File: src/sv/drr_pkg.sv
// Package for the deficit round robin scheduler: payload structs, status codes,
// and the command record passed from the front end to the back end. No dependencies.
package drr_pkg;

  localparam int unsigned FuncBits   = 1;
  localparam int unsigned FlowIdBits = 4;
  localparam int unsigned LenBits    = 12;
  localparam int unsigned StatusBits = 3;
  localparam int unsigned QuantBits  = 12;

  // Number of flows; one per value of the flow id field.
  localparam int unsigned NumFlows   = 1 << FlowIdBits;

  typedef enum logic [StatusBits-1:0] {
    ST_ENQUEUED  = 3'd0,
    ST_SENT      = 3'd1,
    ST_NO_FLOW   = 3'd2,
    ST_FULL      = 3'd3,
    ST_TOO_LONG  = 3'd4
  } status_t;

  typedef enum logic [FuncBits-1:0] {
    FN_ENQUEUE = 1'b0,
    FN_DEQUEUE = 1'b1
  } func_t;

  typedef struct packed {
    logic [FuncBits-1:0]   func;
    logic [FlowIdBits-1:0] flow_id;
    logic [LenBits-1:0]    pkt_len;
  } in_item_t;

  typedef struct packed {
    logic [StatusBits-1:0] status;
    logic [FlowIdBits-1:0] sent_flow;
    logic [LenBits-1:0]    sent_len;
  } out_item_t;

  // Command handed from the front end to the back end. too_long is resolved
  // in the front end against the quantum that was current at acceptance.
  typedef struct packed {
    logic                  deq;
    logic                  too_long;
    logic [FlowIdBits-1:0] flow_id;
    logic [LenBits-1:0]    pkt_len;
  } cmd_t;

  typedef enum logic [1:0] {
    BK_IDLE,
    BK_READ,
    BK_DONE
  } back_state_t;

endpackage

File: src/sv/drr_front.sv
// Front end: accepts items, checks length against the quantum and pushes a
// command into a two-entry queue. Depends on drr_pkg.
module drr_front (
  input  logic                             clk,
  input  logic                             rst,
  input  logic                             push,
  output logic                             full,
  input  drr_pkg::in_item_t                in_item,
  input  logic [drr_pkg::QuantBits-1:0]    quantum,
  output logic                             cmd_valid,
  output drr_pkg::cmd_t                    cmd,
  input  logic                             cmd_take
);
  import drr_pkg::*;

  cmd_t       q [2];
  logic       rd_ptr;
  logic       wr_ptr;
  logic [1:0] count;
  logic       do_push;
  logic       do_pop;
  cmd_t       new_cmd;

  assign full      = (count == 2'd2);
  assign do_push   = push && !full;
  assign cmd_valid = (count != 2'd0);
  assign do_pop    = cmd_take && cmd_valid;
  assign cmd       = q[rd_ptr];

  always_comb begin
    new_cmd.deq      = (in_item.func == FN_DEQUEUE);
    new_cmd.too_long = {4'd0, in_item.pkt_len} > {{(16-QuantBits){1'b0}}, quantum};
    new_cmd.flow_id  = in_item.flow_id;
    new_cmd.pkt_len  = in_item.pkt_len;
  end

  always_ff @(posedge clk) begin
    if (do_push) begin
      q[wr_ptr] <= new_cmd;
    end
    if (rst) begin
      rd_ptr <= 1'b0;
      wr_ptr <= 1'b0;
      count  <= 2'd0;
    end else begin
      if (do_push) wr_ptr <= ~wr_ptr;
      if (do_pop)  rd_ptr <= ~rd_ptr;
      count <= count + {1'b0, do_push} - {1'b0, do_pop};
    end
  end

endmodule

File: config.mk
export PLATFORM = sky130hd
export DESIGN_NAME = drr_front
export DESIGN_NICKNAME = d
export VERILOG_FILES = /design/src/sv/drr_pkg.sv /design/src/sv/drr_front.sv
export SDC_FILE = /design/constraint.sdc
export NUM_CORES = 1
export LEC_CHECK = 0
export BUFFER_PORTS_ARGS = -buffer_cell sky130_fd_sc_hd__buf_2
export CAP_MARGIN = 20
export CORE_MARGIN = 5
export CORE_UTILIZATION = 51
export DETAILED_ROUTE_END_ITERATION = 8
export PLACE_DENSITY = 0.85
export SYNTH_ARGS = -nofsm -noshare
export SYNTH_HDL_FRONTEND = slang
export SYNTH_SLANG_ARGS = --single-unit
File: constraint.sdc
create_clock -name clk -period 2.2 [get_ports clk]
set_clock_uncertainty 0.05 [all_clocks]
set_input_delay 0.22 -clock clk [delete_from_list [all_inputs] [get_ports clk]]
set_output_delay 0.22 -clock clk [all_outputs]
set_load 0.05 [all_outputs]
==> results of run 1 <==
==> how the worst min path moves through the flow <==
| stage | endpoint | slack (ps) | from | cells after the start |
|---|---|---|---|---|
| global route | q[0][14] | 2 | in_item[14] | 1 |
| detailed placement | q[1][15] | 370 | in_item[15] | 1 |
| floorplan | count[0] | 240 | rst | 1 |
| finish | q[1][12] | 20 | in_item[12] | 1 |
| CTS | q[0][15] | 5 | in_item[15] | 1 |
| global placement | q[0][13] | 360 | in_item[13] | 1 |
==> critical path: stages, from the launching register on <==
cell     delay [ps]
dfxtp_1         350
or2_1           250
and2_4          170
ha_1            270
inv_1            70
ha_1            150
xor2_1          200
xnor2_1         150
nor2_1           60
==> kinds of logic (layout without fill, tap and decap cells) <==
group	after synthesis	after routing	synth area share (%)
AOI/OAI and AO/OA	9	9	2.875
xor gates and xnor gates	4	4	2.328
adders and majority gates	14	14	9.583
buffers and inverters	16	83	3.764
DFF	41	41	64.61
muxes	18	18	11.09
and+or+nand+nor	20	20	5.749
==> synth_stat cells, types with 2 or more instances <==
library cell  count
a21oi_1           5
dfxtp_1           5
edfxtp_1         36
ha_1             14
inv_1            14
mux2_1           18
nand2_1           3
nand2b_1          2
nand4_1           3
nor2_1            5
nor2b_1           2
xor2_1            2
==> layout make-up <==
cell class,count,area (µm²)
Tap cell,46,57.56
Sequential cell,41,1181
Multi-Input combinational cell,65,580.6
Clock buffer,5,37.54
Clock inverter,3,12.51
Fill cell,254,1156
Inverter,14,52.55
Timing Repair Buffer,61,337.8
==> through the flow <==
| stage | cell area (µm²) | setup WS [ps] | hold WS [ps] | total power, mW | instances |
|---|---|---|---|---|---|
| floorplan | 1828 | 264.1 | 241.6 | 1.819 | 122 |
| global placement | 2170 | 531.2 | 361.1 | 2.037 | 223 |
| detailed placement | 2170 | 420.7 | 370.2 | 2.079 | 223 |
| CTS | 2220 | 390.9 | 4.973 | 2.419 | 231 |
| global route | 2260 | 269.2 | 1.619 | 2.529 | 235 |
| finish | 2260 | 401.5 | 23.21 | 2.392 | 235 |
==> placed cells by master, fill, tap and decap left out <==
cell type      Yosys  final
xnor2_2            1      1
a21oi_1            5      5
nor2_1             5      4
clkinv_2           0      1
o211ai_1           1      1
clkbuf_4           0      5
buf_2              1     52
nand2b_1           2      2
a211o_1            1      1
buf_4              0      5
dfxtp_1            5      5
inv_1             14     14
or2_1              1      1
ha_1              14     14
and2_4             1      1
xnor2_1            1      1
nor3_1             1      1
nor2_2             0      1
nand3_1            1      1
xor2_1             2      2
mux2_1            18     18
and3_1             1      1
clkinv_1           0      2
nand2_1            3      3
a31oi_1            1      1
nand4_1            3      3
o21ai_0            1      1
dlygate4sd3_1      0      4
edfxtp_1          36     36
nor2b_1            2      2
==> registers in the layout, summed over array words and instances (netlist names), named ones only <==
name and count:
count 2, q 36, rd_ptr 1, wr_ptr 1
==> routing by layer <==
metal | track usage (%) | vias to the layer above | routed length [µm]
met5 | 0 | - | 0
met4 | 5.106 | 0 | 47
li1 | - | 575 | -
met3 | 5.308 | 4 | 203
met2 | 26.23 | 35 | 1837
met1 | 16.18 | 545 | 1337
==> report_power, final <==
part / internal (mW) / leakage [nW] / switching [mW]
registers: 0.992 / 0.378 / 0.0459
logic: 0.308 / 0.584 / 0.708
clock network: 0.116 / 0.0300 / 0.223
==> out/metrics.yaml, run 1 <==
drc: 0
endpoint_kind: "flop"
clock-root-buffer: "clkbuf_4"
antenna_left: 0
ctsResizeCount: 0
portBuffers: 52
clock_sinks: 41
clk_pin_slew_ps: 110
fin_util_pct: 66.15
period_share_pct: 81.75
clkLatencyLatePin_ps: 340
min_path_type: "input pin to flop"
syn_nets: 169
final-hold-violation-count: 0
run_status: "finished clean"
gp_congestion: 0.8290
peakVddDrop_mv: 0.9503
endpoint: "count[1]"
yosysTopAreaCellShare_pct: 59.14
crit_fanout: 3
numCtsBuffers: 5
wirelength_mm: 3.425
yosysTopAreaCell: "edfxtp_1"
globalRouteTotalUtil_pct: 14.76
drt_iter0_drc: 22
rsz0062_at_grt: "no"
layout.nets: 235
power_leakage_nw: 0.9915
ys.flop_type: "edfxtp_1"
synth-edff-count: 36
wl_per_cell_um: 14.57
synth_seq_cells: 41
grt_pass1_wl_mm: 5.540
postSynthCellCount: 122
grt_pass1_vias: 1240
syn_avg_cell_area_um2: 14.98
drive_gt1_share_pct: 34.92
antenna_found_initial: 0
setup_viol: 0
clock_path_buffers: 2
setup_tns_ps: 0
cp_data_required_time_ps: 2390
die_h_um: 69.87
ff2ff_path_depth: 8
io-pin-count: 53
ys_warn_count: 0
drv_cap: 0
synth_area_um2: 1828
cp.arrival_ps: 1990
fp.dieArea_um2: 4882
grt_max_degree: 13
rrSetupSlack_ps: 400
firstDrtPassIters: 4
tightest_slew_ps: 481.5
vias: 1159
r2r_end: "count[1]"
antenna_cells: 0
fmax_ghz: 0.5560
hold_buffers: 0
slew_violations: 0
gr-total-overflow: 0
syn2layout_area_growth_pct: 23.61
start_kind: "flop"
post-cts-setup-buffers: 0
hpwl_mm: 2.675
synth_area_leaders: "edfxtp_1 59%, mux2_1 11%, ha_1 9.6%, dfxtp_1 5.5%, inv_1 2.9%"
ys_async_sr_fraction_pct: 0
initial_core_util_pct: 53.52
ys_types: 25
period_needed_ps: 1798
die_width_um: 69.87
htree_levels: 2
path_class: "flop to flop"
p_per_area_nw_per_um2: 1059
ys_seq_area_share_pct: 64.61
r2r-start: "count[1]"
rows: 21
coreArea_um2: 3416
cts_tree: "done"
slew_headroom_pct: 67.90
crit_path_start: "count[1]"
routed_via_density: 4.932
(Power assumes the default switching activity.)
==> inputs of run 2 (changes only) <==
==> constraint.sdc (replaced) <==
create_clock -name clk -period 1.7 [get_ports clk]
set_clock_uncertainty 0.05 [all_clocks]
set_input_delay 0.17 -clock clk [delete_from_list [all_inputs] [get_ports clk]]
set_output_delay 0.17 -clock clk [all_outputs]
set_load 0.05 [all_outputs]
==> run 2 against run 1 <==
Against the previous run:
- non-clock buffer count increased by 17
- sequential share of layout area decreased by 6.8 points
- via count increased by 5.0%
- the flow now finishes with violations (setup timing)
- sequential cell count unchanged
- first-iteration DRC count increased by 50%
- register-to-register slack got worse by 430 ps
- highest routed layer unchanged
- worst hold slack improved by 240 ps
==> out/metrics.yaml, run 2 (synthesized netlist as in run 1, its figures left out) <==
run_status: "complete, but fails checks"
violations: "setup timing"
antenna_found_initial: 0  # unchanged
dp.cells: 223  # unchanged
gp_congestion: 0.7697  # -7.2%
coreArea_um2: 3416  # unchanged
hold-worst-slack_ps: 268.0  # +244.7 ps
clock_path_buffers: 2  # unchanged
slowest_delay_ps: 360  # about the same
max_flop_register: "q"
vias: 1217  # +5.0%
wl_per_cell_um: 15.42  # +5.8%
clock-root-buffer: "clkbuf_4"
worst_path_max_delay_cell: "dfxtp_2"
clk_pin_slew_ps: 120  # about the same
portBuffers: 52  # unchanged
hpwl_mm: 2.502  # -6.5%
wirelength_mm: 3.887  # +13%
grt_pass1_vias: 1310  # +5.6%
rows: 21  # unchanged
die_h_um: 69.87  # unchanged
clkLatencyLatePin_ps: 340  # about the same
layout_common_cells: "43 x buf_2, 36 x edfxtp_1, 18 x mux2_1, 18 x dlygate4sd3_1, 14 x buf_4"
start_kind: "flop"
drt_iter0_drc: 33  # +50%
rsz0062_at_grt: "yes"
power_leakage_nw: 1.117  # +13%
path_class: "flop to flop"
largest_reg_flops: 36  # unchanged
cp.arrival_ps: 1920  # -70 ps
grt_max_degree: 19  # +6
final-hold-violation-count: 0  # unchanged
postPlaceCellArea_um2: 2172  # +0.12%
routed_via_density: 4.829  # -2.1%
crit_chain: "or2_4 > and2_4 > ha_4 > inv_2 > ha_4 > xor2_4 > xnor2_2 > nor2_1"
htree_levels: 2  # unchanged
globalRouteTotalUtil_pct: 16.42  # +1.7 points
fin_cells: 252  # +7.2%
period_needed_ps: 1728  # -70.31 ps
initial_core_util_pct: 53.52  # unchanged
drc: 0  # unchanged
firstDrtPassIters: 4  # unchanged
antenna_cells: 0  # unchanged
syn2layout_area_growth_pct: 42.85
drv_cap: 0  # unchanged
numCtsBuffers: 5  # unchanged
cp_data_required_time_ps: 1890  # -500 ps
fmax_ghz: 0.5786  # +4.1%
peakVddDrop_mv: 0.9886  # +4.0%
endpoint_kind: "flop"
drive_gt1_share_pct: 40.29  # +5.4 points
worst_slack_ps: -28.19  # -429.7 ps
gr-total-overflow: 0  # unchanged
antenna_left: 0  # unchanged
fp.dieArea_um2: 4882  # unchanged
die_width_um: 69.87  # unchanged
grt_pass1_wl_mm: 6.141  # +11%
tightest_slew_ps: 258.9  # -222.5 ps
reg_top3: "q: 36 flops, count: 2 flops"
layout.nets: 252  # +7.2%
setup_viol: 1  # +1
period_share_pct: 101.7  # +20 points
p_per_area_nw_per_um2: 1452  # +37%
slew_violations: 0  # unchanged
cts_tree: "done"
min_path_type: "input pin to flop"
design_area_um2: 2611  # +16%
clock_sinks: 41  # unchanged
slew_headroom_pct: 82.61  # +15 points
io-pin-count: 53  # unchanged
final_common_cell: "buf_2"
crit_fanout: 3  # unchanged
worst_path_most_repeated_cell: "ha_4"
[run 2: final timing paths]
| check | from | depth (start not counted) | end | slack, ps |
|---|---|---|---|---|
| setup / recovery | count[0] | 8 | count[1] | -30 |
| hold / removal | push | 5 | wr_ptr | 270 |
| setup reg to reg | count[0] | 8 | count[1] | -30 |
| hold reg to reg | rd_ptr | 2 | flop | 560 |
[run 2: critical path: cells and delay by family (launching register included)]
kind	cells	cell delay [ps]
XOR/XNOR	2	310
adder cells (fa/ha/maj)	2	430
buffers and inverters	1	40
flip-flops	1	360
AND/OR/NAND/NOR	3	440
[run 2: power by group]
group	internal (mW)	leakage, nW	switching [mW]
registers	1.29	0.379	0.0687
clock network	0.463	0.0558	0.320
logic	0.627	0.682	1.02
total	2.38	1.12	1.41
[run 2: stage by stage]
| step | setup slack [ps] | power (mW) | setup TNS, ps | util, % |
|---|---|---|---|---|
| after floorplan | -72.60 | 2.372 | -72.60 | - |
| after global placement | 44.33 | 2.648 | 0 | 63.59 |
| after detailed placement | -140.5 | 2.706 | -140.5 | 63.59 |
| after CTS | -59.32 | 3.616 | -59.32 | 73.74 |
| after global routing | -98.05 | 3.983 | -98.05 | 76.45 |
| final | -28.19 | 3.791 | -28.19 | 76.45 |
[run 2: timing repair]
action	CTS	global route
setup endpoints to repair	19	21
gates resized for setup	10	25
endpoints found under the hold margin	39	0
gates cloned	0	1
setup buffers	2	0
hold buffers	18	0
pin swaps	3	3
[run 2: routing by layer]
layer	part of all wire, %	GRT usage [%]
met1	36	16.51
met5	0	0
met4	1.5	4.894
met3	5.6	5.739
met2	57	31.37
[run 2: final cells by class]
type	instances	area, µm²
fillers	219	804.5
repair buffers	78	556.8
clock buffers	5	37.54
multi-input cells	65	650.6
well taps	46	57.56
flip-flops and latches	41	1187
clock inverters	3	68.82
inverters	14	52.55
